===== src/rtl/arh_pkg.sv =====
package arh_pkg;

	localparam int NUM_BINS = 16;
	localparam int BIN_W    = $clog2(NUM_BINS);
	localparam int EXP_W    = 5;
	localparam int EXP_MAX  = 31;
	localparam int CNT_W    = 32;
	localparam int VAL_W    = 32;
	localparam int RANGE_W  = 31;
	localparam int BNUM_W   = 4;

	localparam logic [CNT_W-1:0] CNT_MAX = {CNT_W{1'b1}};

	typedef enum logic [0:0] {
		REQ_SAMPLE  = 1'b0,
		REQ_READOUT = 1'b1
	} req_kind_t;

	typedef enum logic [1:0] {
		ST_FETCH,
		ST_DISPATCH,
		ST_RECORD,
		ST_EMIT
	} step_t;

	typedef enum logic [1:0] {
		OP_NOP,
		OP_WIDEN,
		OP_INC
	} op_t;

	typedef enum logic [1:0] {
		C_ACCEPT,
		C_READOUT,
		C_WIDEN,
		C_LAST
	} cond_t;

	typedef struct packed {
		logic  in_ready;
		logic  out_valid;
		cond_t cond;
		op_t   op_hit;
		op_t   op_miss;
		step_t tgt_hit;
		step_t tgt_miss;
	} ucode_t;

	// datapath -> sequencer
	typedef struct packed {
		logic accept;
		logic readout;
		logic widen;
		logic last_beat;
	} seq_stat_t;

	// sequencer -> datapath
	typedef struct packed {
		logic in_ready;
		logic out_valid;
		op_t  op;
	} seq_ctl_t;

	function automatic ucode_t ucode_rom(input step_t step);
		ucode_t uw;
		case (step)
			ST_FETCH:    uw = '{1'b1, 1'b0, C_ACCEPT,  OP_NOP,   OP_NOP, ST_DISPATCH, ST_FETCH};
			ST_DISPATCH: uw = '{1'b0, 1'b0, C_READOUT, OP_NOP,   OP_NOP, ST_EMIT,     ST_RECORD};
			ST_RECORD:   uw = '{1'b0, 1'b0, C_WIDEN,   OP_WIDEN, OP_INC, ST_RECORD,   ST_FETCH};
			ST_EMIT:     uw = '{1'b0, 1'b1, C_LAST,    OP_NOP,   OP_NOP, ST_FETCH,    ST_EMIT};
			default:     uw = '{1'b1, 1'b0, C_ACCEPT,  OP_NOP,   OP_NOP, ST_DISPATCH, ST_FETCH};
		endcase
		return uw;
	endfunction

	function automatic logic [CNT_W-1:0] sat_add(input logic [CNT_W-1:0] a,
			input logic [CNT_W-1:0] b);
		logic [CNT_W:0] s;
		s = {1'b0, a} + {1'b0, b};
		return s[CNT_W] ? CNT_MAX : s[CNT_W-1:0];
	endfunction

endpackage


===== src/rtl/arh_req_if.sv =====
interface arh_req_if;
	import arh_pkg::*;

	logic                    valid;
	logic                    ready;
	logic                    req_type;
	logic signed [VAL_W-1:0] sample_value;

	modport source(output valid, req_type, sample_value, input ready);
	modport sink(input valid, req_type, sample_value, output ready);
endinterface


===== src/rtl/arh_res_if.sv =====
interface arh_res_if;
	import arh_pkg::*;

	logic               valid;
	logic               ready;
	logic [BNUM_W-1:0]  bin_number;
	logic [RANGE_W-1:0] range_low;
	logic [RANGE_W-1:0] range_high;
	logic [CNT_W-1:0]   bin_count;
	logic               last_bin;

	modport source(output valid, bin_number, range_low, range_high, bin_count, last_bin,
		input ready);
	modport sink(input valid, bin_number, range_low, range_high, bin_count, last_bin,
		output ready);
endinterface


===== src/rtl/auto_ranging_histogram.sv =====
// Sample: fetch, dispatch and record steps from accept to the next accept, record
//   repeating once per width doubling; the doubling loop merges all bins at once.
// Readout: dispatch, then NUM_BINS emit beats, one per cycle without backpressure.
// One item is in flight at a time; ready is high only in the fetch step.
// arst_n clears all bin counts, the width exponent and the sequencer.
module auto_ranging_histogram (
	input logic    clk,
	input logic    arst_n,
	arh_req_if.sink   req,
	arh_res_if.source res
);
	import arh_pkg::*;

	localparam int RCW = BIN_W + EXP_MAX + 2;

	seq_stat_t stat;
	seq_ctl_t  ctl;

	logic                 type_q;
	logic [VAL_W-1:0]     val_q;
	logic [EXP_W-1:0]     exp_q;
	logic [CNT_W-1:0]     bins_q [NUM_BINS];
	logic [CNT_W-1:0]     merged [NUM_BINS];
	logic [BIN_W-1:0]     rd_q;

	logic                 neg;
	logic [VAL_W-2:0]     scaled;
	logic [BIN_W-1:0]     idx;
	logic [BIN_W-1:0]     sel_idx;
	logic [CNT_W-1:0]     rdata;
	logic                 last;
	logic                 out_fire;
	logic [RCW-1:0]       lo_full;
	logic [RCW-1:0]       hi_full;

	arh_seq u_seq (
		.clk    (clk),
		.arst_n (arst_n),
		.stat   (stat),
		.ctl    (ctl)
	);

	assign neg    = val_q[VAL_W-1];
	assign scaled = val_q[VAL_W-2:0] >> exp_q;
	assign idx    = (scaled >= (VAL_W-1)'(NUM_BINS)) ? BIN_W'(NUM_BINS - 1)
	                                                 : scaled[BIN_W-1:0];

	// single read port shared by increment and readout
	assign sel_idx = ctl.out_valid ? rd_q : idx;
	assign rdata   = bins_q[sel_idx];

	assign last     = (rd_q == BIN_W'(NUM_BINS - 1));
	assign out_fire = res.valid && res.ready;

	assign stat.accept    = req.valid && req.ready;
	assign stat.readout   = (type_q == REQ_READOUT);
	assign stat.widen     = !neg && (exp_q != EXP_W'(EXP_MAX))
	                        && (scaled >= (VAL_W-1)'(NUM_BINS));
	assign stat.last_beat = out_fire && last;

	always_comb begin
		for (int i = 0; i < NUM_BINS; i++) begin
			merged[i] = '0;
		end
		for (int i = 0; i < NUM_BINS / 2; i++) begin
			merged[i] = sat_add(bins_q[2*i], bins_q[2*i+1]);
		end
	end

	always_ff @(posedge clk) begin
		if (stat.accept) begin
			type_q <= req.req_type;
			val_q  <= req.sample_value;
		end
	end

	always_ff @(posedge clk or negedge arst_n) begin
		if (!arst_n) begin
			exp_q <= '0;
			rd_q  <= '0;
			for (int i = 0; i < NUM_BINS; i++) begin
				bins_q[i] <= '0;
			end
		end else begin
			case (ctl.op)
				OP_WIDEN: begin
					exp_q <= exp_q + EXP_W'(1);
					for (int i = 0; i < NUM_BINS; i++) begin
						bins_q[i] <= merged[i];
					end
				end
				OP_INC: begin
					if (!neg && rdata != CNT_MAX) begin
						bins_q[idx] <= rdata + CNT_W'(1);
					end
				end
				default: begin
				end
			endcase
			if (out_fire) begin
				rd_q <= last ? '0 : rd_q + BIN_W'(1);
			end
		end
	end

	assign lo_full = RCW'(rd_q) << exp_q;
	assign hi_full = ((RCW'(rd_q) + RCW'(1)) << exp_q) - RCW'(1);

	assign req.ready      = ctl.in_ready;
	assign res.valid      = ctl.out_valid;
	assign res.bin_number = BNUM_W'(rd_q);
	assign res.range_low  = lo_full[RANGE_W-1:0];
	assign res.range_high = hi_full[RANGE_W-1:0];
	assign res.bin_count  = rdata;
	assign res.last_bin   = last;
endmodule


===== src/rtl/arh_seq.sv =====
module arh_seq (
	input  logic               clk,
	input  logic               arst_n,
	input  arh_pkg::seq_stat_t stat,
	output arh_pkg::seq_ctl_t  ctl
);
	import arh_pkg::*;

	step_t  step_q;
	step_t  step_nxt;
	ucode_t uw;
	logic   hit;

	assign uw = ucode_rom(step_q);

	always_comb begin
		case (uw.cond)
			C_ACCEPT:  hit = stat.accept;
			C_READOUT: hit = stat.readout;
			C_WIDEN:   hit = stat.widen;
			C_LAST:    hit = stat.last_beat;
			default:   hit = 1'b0;
		endcase
	end

	// next step
	always_comb begin
		step_nxt = hit ? uw.tgt_hit : uw.tgt_miss;
	end

	// control outputs
	always_comb begin
		ctl.in_ready  = uw.in_ready;
		ctl.out_valid = uw.out_valid;
		ctl.op        = hit ? uw.op_hit : uw.op_miss;
	end

	always_ff @(posedge clk or negedge arst_n) begin
		if (!arst_n) begin
			step_q <= ST_FETCH;
		end else begin
			step_q <= step_nxt;
		end
	end
endmodule


===== src/flat_wrapper.sv =====
// flat-port wrapper written by rule: the top's interface ports become plain ports
module auto_ranging_histogram_flat import arh_pkg::*;
  (clk, arst_n, req_valid, req_req_type, req_sample_value, req_ready, res_valid, res_bin_number, res_range_low, res_range_high, res_bin_count, res_last_bin, res_ready);
  arh_req_if req_i ();
  arh_res_if res_i ();
  input logic clk;
  input logic arst_n;
  input wire logic [$bits(req_i.valid)-1:0] req_valid;
  input wire logic [$bits(req_i.req_type)-1:0] req_req_type;
  input wire logic [$bits(req_i.sample_value)-1:0] req_sample_value;
  output wire logic [$bits(req_i.ready)-1:0] req_ready;
  output wire logic [$bits(res_i.valid)-1:0] res_valid;
  output wire logic [$bits(res_i.bin_number)-1:0] res_bin_number;
  output wire logic [$bits(res_i.range_low)-1:0] res_range_low;
  output wire logic [$bits(res_i.range_high)-1:0] res_range_high;
  output wire logic [$bits(res_i.bin_count)-1:0] res_bin_count;
  output wire logic [$bits(res_i.last_bin)-1:0] res_last_bin;
  input wire logic [$bits(res_i.ready)-1:0] res_ready;
  assign req_i.valid = req_valid;
  assign req_i.req_type = req_req_type;
  assign req_i.sample_value = req_sample_value;
  assign req_ready = req_i.ready;
  assign res_valid = res_i.valid;
  assign res_bin_number = res_i.bin_number;
  assign res_range_low = res_i.range_low;
  assign res_range_high = res_i.range_high;
  assign res_bin_count = res_i.bin_count;
  assign res_last_bin = res_i.last_bin;
  assign res_i.ready = res_ready;
  auto_ranging_histogram u_core (.clk(clk), .arst_n(arst_n), .req(req_i), .res(res_i));
endmodule

===== config.mk =====
export PLATFORM = sky130hd
export DESIGN_NAME = auto_ranging_histogram_flat
export DESIGN_NICKNAME = d
export VERILOG_FILES = /design/src/rtl/arh_pkg.sv /design/src/rtl/arh_req_if.sv /design/src/rtl/arh_res_if.sv /design/src/rtl/auto_ranging_histogram.sv /design/src/rtl/arh_seq.sv /design/src/flat_wrapper.sv
export SDC_FILE = /design/constraint.sdc
export NUM_CORES = 2
export LEC_CHECK = 0
export BUFFER_PORTS_ARGS = -buffer_cell sky130_fd_sc_hd__buf_2
export CORE_UTILIZATION = 52
export DETAILED_ROUTE_END_ITERATION = 16
export PLACE_DENSITY = 0.71
export REMOVE_ABC_BUFFERS = 1
export SETUP_SLACK_MARGIN = 0.4
export SLEW_MARGIN = 15
export SYNTH_ARGS = -nofsm -noshare
export SYNTH_HDL_FRONTEND = slang
export SYNTH_HIERARCHICAL = 1
export SYNTH_SLANG_ARGS = --single-unit
export TNS_END_PERCENT = 50

===== constraint.sdc =====
create_clock -name clk -period 6.4 [get_ports clk]
set_input_delay 1.28 -clock clk [delete_from_list [all_inputs] [get_ports clk]]
set_output_delay 1.28 -clock clk [all_outputs]
set_load 0.02 [all_outputs]

Word-level counts from Yosys, hierarchy flattened:

Index checks and enable logic that the tools add are counted.

* flip-flop bits (word level): 556
* output and inout bits: 101
* ROM bits: 0
* memories: 0
* bits in writable memories: 0
* bits in latches: 0

* $lt $le $gt $ge: 4
* shift operators: 3
* reductions and logical operators: 12
* multiplexer cells: 23
* equal/unequal tests: 12
* div/mod/pow operators: 0
* bitwise gates (word level): 2
* add/sub/neg operators: 13
* $mul: 0

Operator list (number)
* one-hot mux 512 bit (2 select lines): 1
* bitwise mux 512 bit: 1
* two-way mux 512 bit: 1
* two-way mux 32 bit: 11
* adder 32 x 32 -> 33 bit: 8
* binary-select mux 32 bit (select 4 bit): 1
* demux 32 bit (select 4 bit): 1
* one-hot mux 12 bit (4 select lines): 1
* left shift 37 x 5 -> 31 bit: 1
* adder 32 x 1 -> 32 bit (second input constant): 1
* != test 32 bit (second input constant): 1
* >= comparator 31 x 5 -> 1 bit (second input constant): 1
* left shift 4 x 5 -> 31 bit: 1
* >> shifter 31 x 5 -> 31 bit: 1
* subtractor 31 x 1 -> 31 bit (second input constant): 1
* two-way mux 4 bit: 3
* equality test 2 bit (second input constant): 5
* >= comparator 5 bit (second input constant): 2
* inverter 4 -> 5 bit: 2
* logical AND 1 bit: 7
* equality test 2 x 1 -> 1 bit (second input constant): 3
* adder 4 x 1 -> 5 bit (second input constant): 1
* adder 5 x 1 -> 5 bit (second input constant): 1
* < comparator 5 x 1 -> 1 bit (second input constant): 1
* other kinds (10): 12

Depth between registers and ports, before layout:

* word-level depth: 12
* mapped depth: 32
* gate-level depth less buffers: 18

Modules after synthesis:

Netlist, hierarchy kept.

By module, submodules not included
* auto_ranging_histogram: cells an instance 4980, times used 1, area an instance 43601.8 um^2
* arh_seq: cells an instance 25, times used 1, area an instance 230.2 um^2

Worst setup path after synthesis:

No wires, ideal clock.

* path type: register -> register
* start point: reg u_core.exp_q[1]
* end point: reg u_core/bins_q[490] in the netlist's numbering
* clock period less this slack: 6637 ps
* required time: 6272 ps
* stages on the path, launching flop included: 28
* data arrival time: 6509 ps
* setup slack: -237 ps
* path through: dfrtp_1 > buf_2 > buf_2 > buf_2 > nor2_1 > nand2_1 > a311o_1 > o31ai_2 > nor4b_4 > a21oi_1 > buf_2 > buf_2 > buf_2 > buf_2 > buf_2 > nand2_1 > and3_1 > nor4_1 > clkbuf_1 > clkbuf_1 > ha_1 > nand3_1 > or3_1 > buf_2 > o22ai_4 > nor2_2 > buf_2 > mux2_1

* cells in the longest elaborated chain, start to end: 12
* elaborated cells on any way between the ends: 30

RTL lines
* from (decl): line auto_ranging_histogram.sv:21 `logic [EXP_W-1:0] exp_q;`
* from (signal assigned): line auto_ranging_histogram.sv:87 `exp_q <= exp_q + EXP_W'(1);`
* >> shifter 31 x 5 -> 31 bit (*): line auto_ranging_histogram.sv:44 `assign scaled = val_q[VAL_W-2:0] >> exp_q;`
* >= comparator 31 x 5 -> 1 bit: line auto_ranging_histogram.sv:45 `assign idx = (scaled >= (VAL_W-1)'(NUM_BINS)) ? BIN_W'(NUM_BINS - 1)`
* two-way mux 4 bit (*): line auto_ranging_histogram.sv:45
* two-way mux 4 bit (*): line auto_ranging_histogram.sv:49 `assign sel_idx = ctl.out_valid ? rd_q : idx;`
* inverter 4 -> 5 bit (implied by the code) (*): line auto_ranging_histogram.sv:50 `assign rdata = bins_q[sel_idx];`
* binary-select mux 32 bit (select 4 bit) (*): line auto_ranging_histogram.sv:50
* two-way mux 32 bit (implied by the code) (*) (2 in series): line auto_ranging_histogram.sv:50
* net res_bin_count[0]: line flat_wrapper.sv:16 `output wire logic [$bits(res_i.bin_count)-1:0] res_bin_count;`
* adder 32 x 1 -> 32 bit / != test 32 bit (equally long branches): line auto_ranging_histogram.sv:94, auto_ranging_histogram.sv:93
* bitwise mux 512 bit / logical AND 1 bit (equally long branches): line auto_ranging_histogram.sv:94, auto_ranging_histogram.sv:93
* two-way mux 512 bit / != test 2 x 1 -> 1 bit (equally long branches)
* one-hot mux 512 bit (2 select lines) / AND reduction 2 bit (equally long branches)
* to (signal, indexed assignment): line auto_ranging_histogram.sv:89 `bins_q[i] <= merged[i];`
* to (signal, indexed assignment): line auto_ranging_histogram.sv:94 `bins_q[idx] <= rdata + CNT_W'(1);`
* to (decl): line auto_ranging_histogram.sv:22 `logic [CNT_W-1:0] bins_q [NUM_BINS];`

Mark *: on every way through the listed nets, which the timed path passes. The rest lies on a longest branch. The select of a mux whose other input is x is not followed.
A chain may end at the register's enable or synchronous reset.

Worst setup path after layout:

* start point: reg u_core.exp_q[0]
* end point: out res_bin_count[17]

* cells in the longest elaborated chain, start to end: 8

RTL lines (line)
* >> shifter 31 x 5 -> 31 bit (*): auto_ranging_histogram.sv:44
* >= comparator 31 x 5 -> 1 bit: auto_ranging_histogram.sv:45
* two-way mux 4 bit (*): auto_ranging_histogram.sv:45
* two-way mux 4 bit (*): auto_ranging_histogram.sv:49
* inverter 4 -> 5 bit (implied by the code) (*): auto_ranging_histogram.sv:50
* binary-select mux 32 bit (select 4 bit) (*): auto_ranging_histogram.sv:50
* two-way mux 32 bit (implied by the code) (*) (2 in series): auto_ranging_histogram.sv:50
* to (decl): flat_wrapper.sv:16

Mark *: on every way between the ends. The rest lies on a longest branch, timed or not. The select of a mux whose other input is x is not followed.

==> results.toml <==
[outcome]
outcome = "complete, but fails checks"
violations_in_the_final_reports = "design-rule violations, negative setup slack"

[power]
pwr-share-seq_pct = 16.5
sw_frac_of_total_pct = 51.7
max-vdd-ir-drop_v = 0.000542
p_per_area_nw_per_um2 = 593
switching_power_w = 0.0176
intPower_w = 0.0165
p_leak_nw = 24.9
share_clk_of_total_power_pct = 12.9
comb_power_share_pct = 70.7

[placement]
placed_cells_incl_taps = 6404
gp_congestion = 1.06
placed_cell_area_um2 = 49400
post-dp-hpwl_um = 157000
port_buffers = 137
pre_cts_setup_slack_ns = -0.417

[setup_path]
critPathRequiredTime_ns = 5.12
worst_r2r_endpoint = "u_core/bins_q[507]$_DFFE_PN0P_"
cp-start-kind = "flip-flop"
rr_startpoint = "u_core/exp_q[0]$_DFFE_PN0P_"
worst-path-max-fanout = 14
worst_setup_path_end_kind = "primary output"
worst_setup_path_startpoint = "u_core/exp_q[0]$_DFFE_PN0P_"
critPathKind = "reg -> out"
rrSetupSlack_ns = 0
setup.worst_path.end = "res_bin_count[17]"
worst-r2r-cell-count = 28
cp.arrival_ns = 5.17

[route]
drt_iter0_markers = 6752
drt_first_pass_iters = 14
route.antenna.remaining_nets = 0
wl_um = 220000
vias_per_cell = 7.17
drc = 2
wl_per_cell_um = 32.8
vias = 48200

[final_layout]
layout-drive-gt1-share_pct = 26.2
instances_no_fill = 6715
postLayoutCellArea_um2 = 57600
regArea_um2 = 14100
nets = 5892
area_occupied_by_multi_input_gates_um2 = 30800
n_fill_cell = 6581
area_growth_pct = 31.3

[sta]
slew_violations = 0
setup-violations-final = 2
fmaxAchievable_ghz = 0.155
period_minus_slack_ns = 6.45
clock_skew_ns = 0.0464
rsz0062_at_grt = "yes"
worst_slew_margin_rel_pct = 34.8
layout_worst_path_cycle_share_pct = 101
hold_viol_final = 0
worst_pin_slew_ns = 0.978
final.setup.worst_slack_ns = -0.0513

[synthesis]
syn_area_per_cell_um2 = 8.76
ys_types = 106
synth-async-reset-ratio_pct = 94.1
yosys_warnings = 6
synth_ff_type = "sky130_fd_sc_hd__dfrtp_1"
synth_edf_count = 33
synthesis.area_um2 = 43800
netlist_instances = 5005
yosysSeqAreaShare_pct = 32.1
synth-seq-cells = 556

[clock_network]
tritoncts = "built"
cts.sink_count = 556
clk-insertion-delay-late_ns = 0.65
htree_num_levels = 3
cts_made_buffers = 68
clock_path_buffers = 3
clk_pin_slew_worst_paths_ns = 0.06
cts_root_buffer = "sky130_fd_sc_hd__clkbuf_16"

[grt]
first_pass_grt_wire_length_um = 300000
global_route.usage.met1_pct = 67.4
grt.met2_usage_pct = 66.6
grt.met3_usage_pct = 15.7
globalRoute.busiestLayer = "met1"
first_global_vias = 43200
grt_max_degree = 153
antenna_found_initial = 10
global_route.overflow_total = 0
globalRouteTotalUtil_pct = 47.5

[floorplanning]
die_area_um2 = 85500
start_util_pct = 52.5
i_o_pin_cnt = 138
die_width_um = 292
placement_row_count = 106
floorplan.core_area_um2 = 83600
die_height_um = 292

[hold_path]
holdCritPathClass = "reg -> reg"

[flow_run]
max_cap_violations = 0
==> cells in the final DEF (no fill, tap or decap), types with 25 or more instances in the layout <==
master                      Yosys  final
sky130_fd_sc_hd__nor2_1       392    369
sky130_fd_sc_hd__o21ai_0      354    331
sky130_fd_sc_hd__buf_4         17    469
sky130_fd_sc_hd__and3_1        43     43
sky130_fd_sc_hd__o21a_1        75     75
sky130_fd_sc_hd__mux2i_1      191    150
sky130_fd_sc_hd__ha_1         268    267
sky130_fd_sc_hd__a21o_1        56     55
sky130_fd_sc_hd__o211ai_1      75     75
sky130_fd_sc_hd__or2_2         27     26
sky130_fd_sc_hd__mux4_2        30     30
sky130_fd_sc_hd__clkbuf_16      0     94
sky130_fd_sc_hd__nor3_1       102     87
sky130_fd_sc_hd__xnor2_1      181    162
sky130_fd_sc_hd__o2bb2ai_2      0     30
sky130_fd_sc_hd__inv_1        117    103
sky130_fd_sc_hd__a31oi_1       72     67
sky130_fd_sc_hd__o2bb2ai_1    262    227
sky130_fd_sc_hd__a21oi_1      301    276
sky130_fd_sc_hd__o31ai_1       42     38
sky130_fd_sc_hd__xor2_1        66     62
sky130_fd_sc_hd__dfrtp_1      523    518
sky130_fd_sc_hd__buf_12         0    103
sky130_fd_sc_hd__nand2b_1      64     59
sky130_fd_sc_hd__nand2_1      464    443
sky130_fd_sc_hd__buf_2         69    116
sky130_fd_sc_hd__buf_6         12     92
sky130_fd_sc_hd__nand3_1      139    134
sky130_fd_sc_hd__mux2_2        41     37
sky130_fd_sc_hd__nor2b_1       45     43
sky130_fd_sc_hd__edfxtp_1      33     33
sky130_fd_sc_hd__and2_1        30     25
sky130_fd_sc_hd__o22ai_1       77     63
sky130_fd_sc_hd__nand4_1       35     35
sky130_fd_sc_hd__a211oi_1      74     51
sky130_fd_sc_hd__or3_1         32     28
==> worst min-delay path by stage <==
stage	slack (ns)	cells past startpoint	end	startpoint
3_3_place_gp	0.50	1	u_core/bins_q[113]$_DFFE_PN0P_	u_core/bins_q[113]$_DFFE_PN0P_
4_1_cts	0.52	2	u_core/bins_q[375]$_DFFE_PN0P_	u_core/bins_q[375]$_DFFE_PN0P_
5_1_grt	0.54	1	u_core/bins_q[62]$_DFFE_PN0P_	u_core/bins_q[62]$_DFFE_PN0P_
6_report	0.52	1	u_core/bins_q[191]$_DFFE_PN0P_	u_core/bins_q[191]$_DFFE_PN0P_
3_5_place_dp	0.50	1	u_core/bins_q[11]$_DFFE_PN0P_	u_core/bins_q[11]$_DFFE_PN0P_
2_1_floorplan	0.46	2	u_core/bins_q[293]$_DFFE_PN0P_	u_core/bins_q[293]$_DFFE_PN0P_
==> synth_stat cells (56+ instances only) <==
cell,count,share of area (%)
sky130_fd_sc_hd__a31oi_1,72,1.0
sky130_fd_sc_hd__o22ai_1,77,1.1
sky130_fd_sc_hd__ha_1,268,7.7
sky130_fd_sc_hd__o21a_1,75,1.3
sky130_fd_sc_hd__a21o_1,56,0.96
sky130_fd_sc_hd__nand2b_1,64,0.91
sky130_fd_sc_hd__nand2_1,464,4.0
sky130_fd_sc_hd__xnor2_1,181,3.6
sky130_fd_sc_hd__dfrtp_1,523,30
sky130_fd_sc_hd__a211oi_1,74,1.3
sky130_fd_sc_hd__buf_2,69,0.79
sky130_fd_sc_hd__clkbuf_1,191,1.6
sky130_fd_sc_hd__nor2_1,392,3.4
sky130_fd_sc_hd__mux2i_1,191,4.4
sky130_fd_sc_hd__nand3_1,139,1.6
sky130_fd_sc_hd__nor3_1,102,1.2
sky130_fd_sc_hd__o2bb2ai_1,262,5.2
sky130_fd_sc_hd__xor2_1,66,1.3
sky130_fd_sc_hd__o21ai_0,354,4.0
sky130_fd_sc_hd__a21oi_1,301,3.4
sky130_fd_sc_hd__inv_1,117,1.0
sky130_fd_sc_hd__o211ai_1,75,1.3
==> power by group through the flow <==
| stage | Combinational (W) | Clock (W) | Sequential, W |
|---|---|---|---|
| floorplan | 0.0105 | 0 | 0.00515 |
| global placement | 0.0192 | 0 | 0.00551 |
| finish | 0.0241 | 0.00439 | 0.00561 |
| detailed placement | 0.0193 | 0 | 0.00551 |
| CTS | 0.0208 | 0.00440 | 0.00546 |
| global route | 0.0247 | 0.00454 | 0.00562 |
==> timing repair <==
action / CTS / global route
pin swaps: 56 / 102
setup buffers: 67 / 80
cloned: 7 / 31
hold buffers: 0 / 0
resized for setup: 299 / 423
endpoints found under the hold margin: 0 / 0
setup endpoints to repair: 552 / 553
==> kinds of logic (layout without fill, tap and decap cells) <==
kind of cell / count (synthesis) / count (layout) / share of synthesized area (%)
adders and majority gates: 276 / 276 / 8.02
other: 0 / 2 / 0
and+or+nand+nor: 1458 / 1460 / 15.6
muxes: 278 / 278 / 7.37
buffers and inverters: 450 / 1075 / 4.40
DFF: 556 / 556 / 32.1
AOI/OAI and AO/OA: 1740 / 1741 / 27.6
xor gates and xnor gates: 247 / 247 / 4.94
==> metal layers <==
| metal | wire length, µm | share of wire (%) |
|---|---|---|
| met2 | 87400 | 40 |
| met5 | 101 | 0.046 |
| met4 | 13300 | 6.1 |
| met3 | 33700 | 15 |
| met1 | 85700 | 39 |
==> sequential cells by signal, indices dropped and copies added (netlist names) <==
register and count:
u_core/type_q 1, u_core/bins_q 512, u_core/exp_q 5, u_core/u_seq/step_q 2, u_core/val_q 32, u_core/res.bin_number 4
==> stage by stage <==
step / setup TNS (ns) / hold WS, ns / power [W] / utilization [%]
finish: -0.0521 / 0.524 / 0.0341 / 68.9
global route: -0.241 / 0.538 / 0.0349 / 68.9
CTS: 0 / 0.519 / 0.0306 / 64.8
detailed placement: -39.15 / 0.502 / 0.0248 / 59.1
global placement: -41.45 / 0.497 / 0.0247 / 59.1
floorplan: -4172.33 / 0.465 / 0.0156 / -
==> critical path: stages (launching register included) <==
cell and delay, ns:
sky130_fd_sc_hd__dfrtp_4 0.45, sky130_fd_sc_hd__buf_6 0.14, sky130_fd_sc_hd__buf_12 0.13, sky130_fd_sc_hd__mux4_2 0.51, sky130_fd_sc_hd__and3_1 0.21, sky130_fd_sc_hd__a31o_2 0.25
sky130_fd_sc_hd__a2111oi_4 0.37, sky130_fd_sc_hd__nor4b_4 0.24, sky130_fd_sc_hd__buf_4 0.18, sky130_fd_sc_hd__a21o_4 0.21, sky130_fd_sc_hd__buf_12 0.22, sky130_fd_sc_hd__buf_12 0.19
sky130_fd_sc_hd__mux2i_1 0.12, sky130_fd_sc_hd__a221oi_2 0.52, sky130_fd_sc_hd__a211oi_2 0.15, sky130_fd_sc_hd__buf_4 0.16, sky130_fd_sc_hd__buf_6 0.11, sky130_fd_sc_hd__clkinvlp_4 0.16
sky130_fd_sc_hd__buf_6 0.15
==> cell type report <==
cell class | instances | area share [%]
flip-flops and latches | 556 | 24.5
clock inverters | 34 | 0.983
diodes | 2 | 0.00869
clock buffers | 90 | 3.35
inverters | 119 | 0.859
multi-input cells | 4002 | 53.5
well taps | 1080 | 2.35
repair buffers | 832 | 14.5
Note: power is estimated with default switching activity, not from simulation.
